<file path="src/hw/rtl/wsa_pkg.sv">
// Shared types and constants for the windowed score averager.
// Used by the channel interfaces and the top level; depends on nothing.
package wsa_pkg;

	localparam int TIME_W  = 31;
	localparam int SCORE_W = 64;
	localparam int CLS_W   = 3;
	localparam int MEAN_W  = 8;
	localparam int WIN_W   = 16;
	localparam int MINC_W  = 6;
	localparam int CFG_IDX_W = 1;

	localparam logic [7:0] SCORE_BIAS    = 8'h80;
	localparam int         QUARTER_SHIFT = 2;

	typedef logic [1:0] status_t;
	localparam status_t STATUS_OK    = 2'd0;
	localparam status_t STATUS_SHORT = 2'd1;
	localparam status_t STATUS_ORDER = 2'd2;

	localparam logic [CFG_IDX_W-1:0] CFG_WINDOW    = 1'd0;
	localparam logic [CFG_IDX_W-1:0] CFG_MIN_COUNT = 1'd1;

	typedef enum logic [2:0] {
		S_IDLE,
		S_CHECK,
		S_PRUNE_RD,
		S_PRUNE,
		S_SUM,
		S_DIV_LOAD,
		S_DIV,
		S_EMIT
	} state_t;

endpackage

</file>
<file path="src/hw/rtl/wsa_in_if.sv">
// Input channel: one classifier result item with valid/ready handshake.
// Depends on wsa_pkg for field widths.
interface wsa_in_if;
	logic                             valid;
	logic                             ready;
	logic [wsa_pkg::TIME_W-1:0]       time_ms;
	logic [wsa_pkg::SCORE_W-1:0]      score_vector;

	modport source (output valid, output time_ms, output score_vector, input ready);
	modport sink (input valid, input time_ms, input score_vector, output ready);
endinterface

</file>
<file path="src/hw/rtl/wsa_out_if.sv">
// Output channel: one averaged-score result item with valid/ready handshake.
// Depends on wsa_pkg for field widths and the status type.
interface wsa_out_if;
	logic                        valid;
	logic                        ready;
	wsa_pkg::status_t            status;
	logic [wsa_pkg::CLS_W-1:0]   class_index;
	logic [wsa_pkg::MEAN_W-1:0]  mean_score;
	logic                        last;

	modport source (output valid, output status, output class_index, output mean_score,
		output last, input ready);
	modport sink (input valid, input status, input class_index, input mean_score,
		input last, output ready);
endinterface

</file>
<file path="src/hw/rtl/windowed_score_averager.sv">
// Windowed score averager: top level with ring memories, sequencer and shared divider.
// Depends on wsa_pkg, wsa_in_if and wsa_out_if.
//
// Each input item is one timestamped vector of CLASSES signed byte scores. The block
// holds up to RING_DEPTH results in a ring, drops those older than window_ms, and
// answers with CLASSES mean items (score + 128, truncated), or with one status item
// when the timestamp is older than the oldest held result or too few results / too
// short a time span remain. Items are handled one at a time and the input is not
// ready until the last result item of the previous one is in the output register.
// After an item is accepted, the check state either sends an ordering error straight
// to the emit state or writes the item; a prune read and test then follow for each
// dropped result and once more, a not-ready answer goes to emit, and a full answer sums
// every held entry and runs the divider once per class. Each prune test and each
// summed entry uses the single read port of the ring, and each class mean takes one
// eight-step pass through the shared restoring divider. No clearing pass is needed.
module windowed_score_averager #(
	parameter int CLASSES    = 4,
	parameter int RING_DEPTH = 32
) (
	input  logic                              clk,
	input  logic                              arst_n,
	input  logic                              cfg_wr_en,
	input  logic [wsa_pkg::CFG_IDX_W-1:0]     cfg_index,
	input  logic [wsa_pkg::WIN_W-1:0]         cfg_wdata,
	wsa_in_if.sink                            in_ch,
	wsa_out_if.source                         out_ch
);

	localparam int SLOT_W = $clog2(RING_DEPTH);
	localparam int CNT_W  = $clog2(RING_DEPTH + 1);
	localparam int SUM_W  = CNT_W + 8;
	localparam int AW     = CNT_W + 1;
	localparam int CMP_W  = (CNT_W > wsa_pkg::MINC_W) ? CNT_W : wsa_pkg::MINC_W;
	localparam int LANE_W = (CLASSES > 1) ? $clog2(CLASSES) : 1;
	localparam int TW     = wsa_pkg::TIME_W;

	wsa_pkg::state_t state_q, state_d;

	logic [wsa_pkg::WIN_W-1:0]  window_q;
	logic [wsa_pkg::MINC_W-1:0] min_count_q;

	logic [SLOT_W-1:0] oldest_q;
	logic [CNT_W-1:0]  count_q;

	logic [TW-1:0]               t_q;
	logic [wsa_pkg::SCORE_W-1:0] sv_q;

	logic [TW-1:0]               times_mem [RING_DEPTH];
	logic [wsa_pkg::SCORE_W-1:0] scores_mem [RING_DEPTH];
	logic [TW-1:0]               times_rd_q;
	logic [wsa_pkg::SCORE_W-1:0] scores_rd_q;

	logic [SLOT_W-1:0] ptr_q;
	logic [CNT_W-1:0]  idx_q;
	logic              data_vld_q;
	logic [SUM_W-1:0]  sums_q [CLASSES];

	logic [SUM_W-1:0]             rem_q;
	logic [wsa_pkg::MEAN_W-1:0]   quo_q;
	logic [2:0]                   bit_q;
	logic [wsa_pkg::CLS_W-1:0]    cls_q;
	wsa_pkg::status_t             res_status_q;

	logic                         out_vld_q;
	wsa_pkg::status_t             out_status_q;
	logic [wsa_pkg::CLS_W-1:0]    out_cls_q;
	logic [wsa_pkg::MEAN_W-1:0]   out_mean_q;
	logic                         out_last_q;

	logic                  ring_full;
	logic [SLOT_W-1:0]     oldest_inc;
	logic [SLOT_W-1:0]     ptr_inc;
	logic [AW-1:0]         app_sum;
	logic [SLOT_W-1:0]     wr_slot;
	logic [SLOT_W-1:0]     rd_addr;
	logic                  wr_en;
	logic                  order_err;
	logic                  too_old;
	logic                  not_ready;
	logic [SUM_W-1:0]      div_shift;
	logic                  div_ge;
	logic                  emit_ok;
	logic                  emit_load;
	logic                  last_class;
	logic [TW-1:0]         span;

	assign ring_full  = (count_q == CNT_W'(RING_DEPTH));
	assign oldest_inc = (oldest_q == SLOT_W'(RING_DEPTH - 1)) ? '0 : oldest_q + 1'b1;
	assign ptr_inc    = (ptr_q == SLOT_W'(RING_DEPTH - 1)) ? '0 : ptr_q + 1'b1;
	assign app_sum    = AW'(oldest_q) + AW'(count_q);
	assign wr_slot    = ring_full ? oldest_q :
		(app_sum >= AW'(RING_DEPTH)) ? SLOT_W'(app_sum - AW'(RING_DEPTH)) :
		SLOT_W'(app_sum);

	assign order_err = (count_q != '0) && (t_q < times_rd_q);
	assign too_old   = ({1'b0, times_rd_q} + (TW + 1)'(window_q)) < {1'b0, t_q};
	assign span      = t_q - times_rd_q;
	assign not_ready = (CMP_W'(count_q) < CMP_W'(min_count_q)) || (t_q < times_rd_q) ||
		(span < TW'(window_q >> wsa_pkg::QUARTER_SHIFT));

	assign div_shift  = SUM_W'(count_q) << bit_q;
	assign div_ge     = (rem_q >= div_shift);
	assign emit_ok    = !out_vld_q || out_ch.ready;
	assign last_class = (cls_q == wsa_pkg::CLS_W'(CLASSES - 1));

	always_comb begin
		state_d   = state_q;
		rd_addr   = oldest_q;
		wr_en     = 1'b0;
		emit_load = 1'b0;
		unique case (state_q)
			wsa_pkg::S_IDLE: begin
				if (in_ch.valid) begin
					state_d = wsa_pkg::S_CHECK;
				end
			end
			wsa_pkg::S_CHECK: begin
				if (order_err) begin
					state_d = wsa_pkg::S_EMIT;
				end else begin
					wr_en   = 1'b1;
					state_d = wsa_pkg::S_PRUNE_RD;
				end
			end
			wsa_pkg::S_PRUNE_RD: begin
				state_d = wsa_pkg::S_PRUNE;
			end
			wsa_pkg::S_PRUNE: begin
				if (too_old) begin
					state_d = wsa_pkg::S_PRUNE_RD;
				end else if (not_ready) begin
					state_d = wsa_pkg::S_EMIT;
				end else begin
					state_d = wsa_pkg::S_SUM;
				end
			end
			wsa_pkg::S_SUM: begin
				rd_addr = ptr_q;
				if (idx_q == count_q && !data_vld_q) begin
					state_d = wsa_pkg::S_DIV_LOAD;
				end
			end
			wsa_pkg::S_DIV_LOAD: begin
				state_d = wsa_pkg::S_DIV;
			end
			wsa_pkg::S_DIV: begin
				if (bit_q == 3'd0) begin
					state_d = wsa_pkg::S_EMIT;
				end
			end
			wsa_pkg::S_EMIT: begin
				if (emit_ok) begin
					emit_load = 1'b1;
					if (res_status_q == wsa_pkg::STATUS_OK && !last_class) begin
						state_d = wsa_pkg::S_DIV_LOAD;
					end else begin
						state_d = wsa_pkg::S_IDLE;
					end
				end
			end
			default: begin
				state_d = wsa_pkg::S_IDLE;
			end
		endcase
	end

	always_ff @(posedge clk or negedge arst_n) begin
		if (!arst_n) begin
			state_q <= wsa_pkg::S_IDLE;
		end else begin
			state_q <= state_d;
		end
	end

	// ring storage: one write port, one registered read port
	always_ff @(posedge clk) begin
		if (wr_en) begin
			times_mem[wr_slot]  <= t_q;
			scores_mem[wr_slot] <= sv_q;
		end
		times_rd_q  <= times_mem[rd_addr];
		scores_rd_q <= scores_mem[rd_addr];
	end

	always_ff @(posedge clk or negedge arst_n) begin
		if (!arst_n) begin
			window_q    <= wsa_pkg::WIN_W'(1000);
			min_count_q <= wsa_pkg::MINC_W'(3);
		end else if (cfg_wr_en) begin
			unique case (cfg_index)
				wsa_pkg::CFG_WINDOW:    window_q    <= cfg_wdata;
				wsa_pkg::CFG_MIN_COUNT: min_count_q <= cfg_wdata[wsa_pkg::MINC_W-1:0];
				default: ;
			endcase
		end
	end

	always_ff @(posedge clk or negedge arst_n) begin
		if (!arst_n) begin
			oldest_q   <= '0;
			count_q    <= '0;
			data_vld_q <= 1'b0;
			out_vld_q  <= 1'b0;
		end else begin
			if (state_q == wsa_pkg::S_CHECK && !order_err) begin
				if (ring_full) begin
					oldest_q <= oldest_inc;
				end else begin
					count_q <= count_q + 1'b1;
				end
			end
			if (state_q == wsa_pkg::S_PRUNE && too_old) begin
				oldest_q <= oldest_inc;
				count_q  <= count_q - 1'b1;
			end
			if (state_q == wsa_pkg::S_SUM) begin
				data_vld_q <= (idx_q != count_q);
			end else begin
				data_vld_q <= 1'b0;
			end
			if (emit_load) begin
				out_vld_q <= 1'b1;
			end else if (out_ch.ready) begin
				out_vld_q <= 1'b0;
			end
		end
	end

	always_ff @(posedge clk) begin
		unique case (state_q)
			wsa_pkg::S_IDLE: begin
				t_q  <= in_ch.time_ms;
				sv_q <= in_ch.score_vector;
			end
			wsa_pkg::S_CHECK: begin
				res_status_q <= wsa_pkg::STATUS_ORDER;
			end
			wsa_pkg::S_PRUNE: begin
				res_status_q <= not_ready ? wsa_pkg::STATUS_SHORT : wsa_pkg::STATUS_OK;
				ptr_q        <= oldest_q;
				idx_q        <= '0;
				cls_q        <= '0;
				for (int k = 0; k < CLASSES; k++) begin
					sums_q[k] <= '0;
				end
			end
			wsa_pkg::S_SUM: begin
				if (idx_q != count_q) begin
					ptr_q <= ptr_inc;
					idx_q <= idx_q + 1'b1;
				end
				if (data_vld_q) begin
					for (int k = 0; k < CLASSES; k++) begin
						sums_q[k] <= sums_q[k] +
							SUM_W'(scores_rd_q[8*k +: 8] ^ wsa_pkg::SCORE_BIAS);
					end
				end
			end
			wsa_pkg::S_DIV_LOAD: begin
				rem_q <= sums_q[cls_q[LANE_W-1:0]];
				quo_q <= '0;
				bit_q <= 3'd7;
			end
			wsa_pkg::S_DIV: begin
				if (div_ge) begin
					rem_q <= rem_q - div_shift;
				end
				quo_q <= {quo_q[wsa_pkg::MEAN_W-2:0], div_ge};
				bit_q <= bit_q - 1'b1;
			end
			wsa_pkg::S_EMIT: begin
				if (emit_ok) begin
					cls_q <= cls_q + 1'b1;
				end
			end
			default: ;
		endcase
		if (emit_load) begin
			out_status_q <= res_status_q;
			if (res_status_q == wsa_pkg::STATUS_OK) begin
				out_cls_q  <= cls_q;
				out_mean_q <= quo_q;
				out_last_q <= last_class;
			end else begin
				out_cls_q  <= '0;
				out_mean_q <= '0;
				out_last_q <= 1'b1;
			end
		end
	end

	assign in_ch.ready         = (state_q == wsa_pkg::S_IDLE);
	assign out_ch.valid        = out_vld_q;
	assign out_ch.status       = out_status_q;
	assign out_ch.class_index  = out_cls_q;
	assign out_ch.mean_score   = out_mean_q;
	assign out_ch.last         = out_last_q;

endmodule

</file>
<file path="src/flat_wrapper.sv">
// flat-port wrapper written by rule: the top's interface ports become plain ports
module windowed_score_averager_flat 
#(
	parameter int CLASSES    = 4,
	parameter int RING_DEPTH = 32
)
  (clk, arst_n, cfg_wr_en, cfg_index, cfg_wdata, in_ch_valid, in_ch_time_ms, in_ch_score_vector, in_ch_ready, out_ch_valid, out_ch_status, out_ch_class_index, out_ch_mean_score, out_ch_last, out_ch_ready);
  wsa_in_if in_ch_i ();
  wsa_out_if out_ch_i ();
  input  logic clk;
  input  logic arst_n;
  input  logic cfg_wr_en;
  input  logic [wsa_pkg::CFG_IDX_W-1:0] cfg_index;
  input  logic [wsa_pkg::WIN_W-1:0] cfg_wdata;
  input wire logic [$bits(in_ch_i.valid)-1:0] in_ch_valid;
  input wire logic [$bits(in_ch_i.time_ms)-1:0] in_ch_time_ms;
  input wire logic [$bits(in_ch_i.score_vector)-1:0] in_ch_score_vector;
  output wire logic [$bits(in_ch_i.ready)-1:0] in_ch_ready;
  output wire logic [$bits(out_ch_i.valid)-1:0] out_ch_valid;
  output wire logic [$bits(out_ch_i.status)-1:0] out_ch_status;
  output wire logic [$bits(out_ch_i.class_index)-1:0] out_ch_class_index;
  output wire logic [$bits(out_ch_i.mean_score)-1:0] out_ch_mean_score;
  output wire logic [$bits(out_ch_i.last)-1:0] out_ch_last;
  input wire logic [$bits(out_ch_i.ready)-1:0] out_ch_ready;
  assign in_ch_i.valid = in_ch_valid;
  assign in_ch_i.time_ms = in_ch_time_ms;
  assign in_ch_i.score_vector = in_ch_score_vector;
  assign in_ch_ready = in_ch_i.ready;
  assign out_ch_valid = out_ch_i.valid;
  assign out_ch_status = out_ch_i.status;
  assign out_ch_class_index = out_ch_i.class_index;
  assign out_ch_mean_score = out_ch_i.mean_score;
  assign out_ch_last = out_ch_i.last;
  assign out_ch_i.ready = out_ch_ready;
  windowed_score_averager #(.CLASSES(CLASSES), .RING_DEPTH(RING_DEPTH)) u_core (.clk(clk), .arst_n(arst_n), .cfg_wr_en(cfg_wr_en), .cfg_index(cfg_index), .cfg_wdata(cfg_wdata), .in_ch(in_ch_i), .out_ch(out_ch_i));
endmodule
</file>
<file path="config.mk">
export PLATFORM = sky130hd
export DESIGN_NAME = windowed_score_averager_flat
export DESIGN_NICKNAME = d
export VERILOG_FILES = /design/src/hw/rtl/wsa_pkg.sv /design/src/hw/rtl/wsa_in_if.sv /design/src/hw/rtl/wsa_out_if.sv /design/src/hw/rtl/windowed_score_averager.sv /design/src/flat_wrapper.sv
export SDC_FILE = /design/constraint.sdc
export NUM_CORES = 2
export LEC_CHECK = 0
export ABC_AREA = 1
export BUFFER_PORTS_ARGS = -buffer_cell sky130_fd_sc_hd__buf_2
export CORE_MARGIN = 4
export CORE_UTILIZATION = 62
export CTS_CLUSTER_DIAMETER = 80
export DETAILED_ROUTE_END_ITERATION = 8
export PLACE_DENSITY = 0.79
export SYNTH_ARGS = -nofsm -noshare
export SYNTH_HDL_FRONTEND = slang
export SYNTH_SLANG_ARGS = --single-unit
</file>
<file path="constraint.sdc">
create_clock -name clk -period 5.96 [get_ports clk]
set_clock_uncertainty 0.1 [all_clocks]
set_input_delay 1.192 -clock clk [delete_from_list [all_inputs] [get_ports clk]]
set_output_delay 1.192 -clock clk [all_outputs]
set_load 0.02 [all_outputs]
</file>
* Yosys cells after proc, flatten, opt, wreduce, memory -nomap -nowiden
Memory sizes are Yosys's and may differ from the RTL's. A register that Yosys moved wholly into a read port is not among the register bits. Cells that the tools add are included.
Word-level totals: RAM bits 3096, bits of input ports 117, register bits 188, memories 3
Memory list:
- u_core.scores_mem | depth 32, bits a word 64, read ports 1, clocked after Yosys merged registers in 1, write ports 1, line windowed_score_averager.sv:49 | logic [wsa_pkg::SCORE_W-1:0] scores_mem [RING_DEPTH];
- u_core.times_mem | depth 32, bits a word 31, read ports 1, clocked after Yosys merged registers in 1, write ports 1, line windowed_score_averager.sv:48 | logic [TW-1:0] times_mem [RING_DEPTH];
- u_core.sums_q | depth 4, bits a word 14, read ports 5, clocked after Yosys merged registers in 1, write ports 4, line windowed_score_averager.sv:56 | logic [SUM_W-1:0] sums_q [CLASSES];
Operators by class: muxes and demuxes 51, bitwise logic cells 9, $add $sub $neg 16, reductions and logical operators 31, eq/ne operators 20, shift operators 1, order comparisons 6
Operators by type and width (count):
- $mux 14 | 5
- $add 14x8->14 | 4
- $mux 5 | 9
- $add 31x16->32 | 1
- $lt 32x31->1 | 1
- $lt 31x14->1 | 1
- $lt 31x31->1 | 1
- $sub 31x31->31 | 1
- $pmux 14 s2 | 1
- $mux 3 | 8
- $mux 6 | 4
- $pmux 3 s8 | 1
- $pmux 8 s2 | 1
- $mux 1 | 15
- $ge 14x14->1 | 1
- $reduce_and 2->1 | 7
- $reduce_bool 2->1 | 7
- $shl 6x3->14 | 1
- $sub 14x14->14 | 1
- $add 6x1->6 const B | 2
- $eq 3x3->1 const B | 4
- $pmux 3 s2 | 2
- $pmux 6 s2 | 1
- $add 5x1->5 const B | 2
- 27 further kinds | 53

* Logic depth before layout (Yosys ltp)
depth after elaboration 6, mapped depth 32, gate-level depth less buffers 32

* Worst setup path before layout
Ideal clock, no wire load.
path kind register to register, start reg u_core.t_q[3], end mem u_core.scores_mem[4][0] (netlist bit) (enable), setup time 0.485 ns, arrival time 4.915 ns, period minus slack after synthesis 5.500 ns, path slack 0.460 ns, required time 5.375 ns, stages on the path, launching flop included 14, cells stage by stage edfxtp_1 -> ha_1 -> nand2_1 -> nor2_1 -> nand2_1 -> nand2_1 -> nand2_1 -> nand2_1 -> nand2_1 -> o311ai_0 -> nand2_1 -> inv_1 -> nand4_1 -> nor2_1
On the way: cells in the longest elaborated chain, start to end 6
Ends and longest elaborated chain:
- start: declaration | line windowed_score_averager.sv:45 | logic [TW-1:0] t_q;
- start signal: assignment | line windowed_score_averager.sv:232 | t_q <= in_ch.time_ms;
- $lt 31x31->1 | line windowed_score_averager.sv:95 | assign order_err = (count_q != '0) && (t_q < times_rd_q);
- $logic_and 1x1->1 | line windowed_score_averager.sv:95
- $mux 1 | line windowed_score_averager.sv:118 | if (order_err) begin
- $mux 1 | line windowed_score_averager.sv:111 | unique case (state_q)
- $mux 1 | line windowed_score_averager.sv:177 | if (wr_en) begin
- $mux 1 (not written as such) | line windowed_score_averager.sv:179 | scores_mem[wr_slot] <= sv_q;
- end: declaration | line windowed_score_averager.sv:49
No other way between the ends.

* Worst setup path after layout
start reg u_core.window_q[3] (netlist bit), end reg u_core.count_q[5]
On the way: cells in the longest elaborated chain, start to end 5, elaborated cells between the ends (all ways) 7
Ends and longest elaborated chain:
- start: declaration | line windowed_score_averager.sv:39 | logic [wsa_pkg::WIN_W-1:0] window_q;
- start signal: assignment | line windowed_score_averager.sv:187 | window_q <= wsa_pkg::WIN_W'(1000);
- start signal: assignment | line windowed_score_averager.sv:191 | wsa_pkg::CFG_WINDOW: window_q <= cfg_wdata;
- $add 31x16->32 (*) | line windowed_score_averager.sv:96 | assign too_old = ({1'b0, times_rd_q} + (TW + 1)'(window_q)) < {1'b0, t_q};
- $lt 32x31->1 (*) | line windowed_score_averager.sv:96
- $logic_and 1x1->1 (*) | line windowed_score_averager.sv:212 | if (state_q == wsa_pkg::S_PRUNE && too_old) begin
- $ne 2x2->1 (no source line) / $reduce_bool 2->1 (equally long branches)
- $reduce_and 2->1 (no source line)
- end signal: assignment | line windowed_score_averager.sv:209 | count_q <= count_q + 1'b1;
- end signal: assignment | line windowed_score_averager.sv:214 | count_q <= count_q - 1'b1;
- end: declaration | line windowed_score_averager.sv:43 | logic [CNT_W-1:0] count_q;
Mark *: on every way between the ends. The rest lies on a longest branch, timed or not. A chain may end at the register's enable or synchronous reset.

==> flow_summary.toml <==
[power]
cellLeakagePower_nw = 36.5
worst_ir_drop_vdd_mv = 0.596
power_mw = 57.4
pwr_density_cell_nw_per_um2 = 542

[layout]
area_delta_synth_final_pct = 10.6
share_of_layout_cells_above_drive_strength_1_pct = 8.61
layout.nets = 8164

[global_routing]
first_global_vias = 63200
grt.overflow.total = 0
pin_count_of_the_biggest_net_entering_global_routing = 279
global_route.usage.total_pct = 32.9
antenna_found_initial = 23
grt_pass1_wl_mm = 397

[yosys]
synth.top_cells.by_area = "sky130_fd_sc_hd__edfxtp_1, sky130_fd_sc_hd__o21ai_0, sky130_fd_sc_hd__nor2_1"
synth.avg_cell_area_um2 = 12.2
async_flop_share_pct = 1.66
yosys_register_bits = 2293
seq_area_frac_synth_pct = 71.1
most_frequent_cell_after_synthesis = "sky130_fd_sc_hd__edfxtp_1"
synth-edff-count = 2190
post_synthesis_cell_count = 7857
synth_common_cells = "sky130_fd_sc_hd__edfxtp_1, sky130_fd_sc_hd__nor2_1, sky130_fd_sc_hd__o21ai_0, sky130_fd_sc_hd__o22ai_1, sky130_fd_sc_hd__nand2_1"
synth.yosys.warnings = 0
yosysTopAreaCell = "sky130_fd_sc_hd__edfxtp_1"
post_synth_num_cell_types = 61
postSynth.topFlopCell = "sky130_fd_sc_hd__edfxtp_1"
synth.top_cell.area_share_pct = 68.7
postSynthNetCount = 8140
mappedNetlistArea_um2 = 95700

[worst_setup_path]
setup.worst_path.class = "flip-flop to flip-flop"
worst_path_max_delay_cell = "sky130_fd_sc_hd__dfstp_2"
cp.required_ns = 6.60
critical_path_maximum_fanout = 5
setup_crit_end_kind = "flip-flop"
critical_path.most_common_cell = "sky130_fd_sc_hd__nand2_1"
cpPeakStageDelay_ns = 0.54
critPathArrivalTime_ns = 6.06
critPathLaunchType = "flip-flop"

[timing]
setup_viol = 0
tightest_slew_ns = 1.21
layout_min_cycle_time_ns = 5.42
final_critical_path_share_of_the_clock_period_pct = 90.9
grt_setup_unrepaired = "false"
timing.slew.headroom_pct = 19.3
fmax_mhz = 185
hold_slack_ns = 0.360
finalHoldViolCount = 0
report.final.slew_viol_count = 0
setup_total_negative_slack_ns = 0

[clock_tree]
ctsRootBufferMaster = "sky130_fd_sc_hd__clkbuf_16"
clk_transition_reported_paths_ns = 0.06
postCtsSetupBuffers = 0
tritoncts = "yes"
number_of_resized_instances_in_the_post_cts_repair_step = 0
ctsHoldBuffers = 0
ctsHtreeMaxLevel = 4
cts-root-to-sink-buffers = 3
cts_inserted_buffers = 217
insertion_delay_ns = 0.87
cts_sinks = 2293

[routing]
first_drt_iteration_drcs = 11300
wirelength_mm = 273
drt-pass1-iter-count = 9
route.detailed.drc = 0
post_drt_via_cell_ratio = 6.60
ant_nets = 0
post_drt_wl_per_cell_um = 27.0
routed-via-count = 66700

[floorplan]
start_util_pct = 62.7
design.core.area_um2 = 153000
rows = 143
io_pins = 133
floorplan.die.width_um = 401
die_height_um = 401
floorplan.die_area_um2 = 161000

[min_path]
hold_path_class = "flip-flop to flip-flop"

[placed_design]
finalWeightedCongestion = 0.899
total_of_buffers_placed_on_input_and_output_ports = 100
place_hpwl_mm = 146

[flow_run]
cap_violations = 0

[run_status]
outcome = "completed"
-- cells by family (layout without fill, tap and decap cells) --
group                      Yosys count  in the layout  synth area share [%]
adders and majority gates          166            166                  2.24
other                                0             11                     0
xor gates and xnor gates            60             60                 0.549
DFF                               2293           2293                  71.1
AOI/OAI and AO/OA                 2220           2220                  12.8
muxes                               39             39                 0.457
buffers and inverters              852           1067                  3.79
and+or+nand+nor                   2227           2227                  9.15
-- final timing paths --
path	from	to	slack, ns	depth (start not counted)
hold reg to reg	u_core.res_status_q[0]$_SDFFCE_PN0P_	u_core.out_ch.status[0]$_DFFE_PP_	0.36	0
setup reg to reg	u_core.window_q[3]$_DFFE_PN1P_	u_core.count_q[5]$_DFFE_PN0P_	0.54	30
max in group asynchronous	arst_n	u_core.window_q[0]$_DFFE_PN0P_	4.65	1
min in group asynchronous	arst_n	u_core.state_q[1]$_DFFE_PN0P_	0.42	1
hold / removal	u_core.res_status_q[0]$_SDFFCE_PN0P_	u_core.out_ch.status[0]$_DFFE_PP_	0.36	0
setup / recovery	u_core.window_q[3]$_DFFE_PN1P_	u_core.count_q[5]$_DFFE_PN0P_	0.54	30
-- routing by layer --
| layer | track usage [%] | vias to the layer above | part of all wire [%] |
|---|---|---|---|
| met5 | 0 | - | 0.097 |
| met4 | 13.9 | 16 | 4.5 |
| met3 | 8.89 | 872 | 14 |
| met2 | 49.7 | 5121 | 45 |
| met1 | 45.7 | 32000 | 36 |
| li1 | - | 28700 | - |
-- per-stage QoR --
| stage | worst slack [ns] | cell area, um2 | utilization [%] | cells |
|---|---|---|---|---|
| global route | 0.0310 | 106000 | 69.4 | 10100 |
| detailed placement | 0.364 | 98800 | 64.7 | 9692 |
| global placement | 0.340 | 98800 | 64.7 | 9692 |
| CTS | 0.350 | 106000 | 69.3 | 10100 |
| floorplan | 0.460 | 95700 | - | 7857 |
| finish | 0.541 | 106000 | 69.4 | 10100 |
-- cell usage in the layout (no fill, tap or decap), types with 101 or more instances in the layout --
cell / synthesis / routed
sky130_fd_sc_hd__a21oi_1: 166 / 165
sky130_fd_sc_hd__ha_1: 157 / 157
sky130_fd_sc_hd__nand2_1: 557 / 555
sky130_fd_sc_hd__buf_4: 19 / 104
sky130_fd_sc_hd__clkbuf_16: 0 / 221
sky130_fd_sc_hd__inv_1: 396 / 395
sky130_fd_sc_hd__nor2_1: 1473 / 1441
sky130_fd_sc_hd__o21ai_0: 1253 / 1253
sky130_fd_sc_hd__o22ai_1: 570 / 570
sky130_fd_sc_hd__o21ai_1: 102 / 101
sky130_fd_sc_hd__nand3_1: 108 / 108
sky130_fd_sc_hd__edfxtp_1: 2190 / 2190
-- layout make-up --
type	count	area, um2
flip-flops and latches	2293	68000
fillers	9898	46800
multi-input cells	4712	24400
clock buffers	294	6090
well taps	2030	2540
repair buffers	256	2320
inverters	401	1550
clock inverters	116	942
diodes	11	27.5
-- state kept, by name (all words and copies together), names as in the netlist, 5 cells and up, named ones only --
name and cells:
u_core.scores_mem 1024, u_core.rem_q 14, u_core.t_q 31, u_core.min_count_q 6, u_core.times_rd_q 31, u_core.quo_q 8
u_core.out_ch.mean_score 8, u_core.sv_q 32, u_core.ptr_q 5, u_core.oldest_q 5, u_core.sums_q 56, u_core.window_q 16
u_core.scores_rd_q 32, u_core.times_mem 992, u_core.idx_q 6, u_core.count_q 6
-- power breakdown --
part	switching [mW]	internal [mW]	total [mW]
sequential	1.20	19.8	21.0
clock	5.96	7.58	13.5
combinational	16.4	6.48	22.8
-- worst max-delay path, delay by kind of cell (launching register included) --
| family | cells | cell delay (ns) |
|---|---|---|
| AO/OA/AOI/OAI | 13 | 2.30 |
| XOR/XNOR | 1 | 0.16 |
| adder cells (fa/ha/maj) | 3 | 0.87 |
| buffers and inverters | 2 | 0.25 |
| flip-flops | 1 | 0.54 |
| AND/OR/NAND/NOR | 11 | 1.08 |
(Power assumes the default switching activity.)
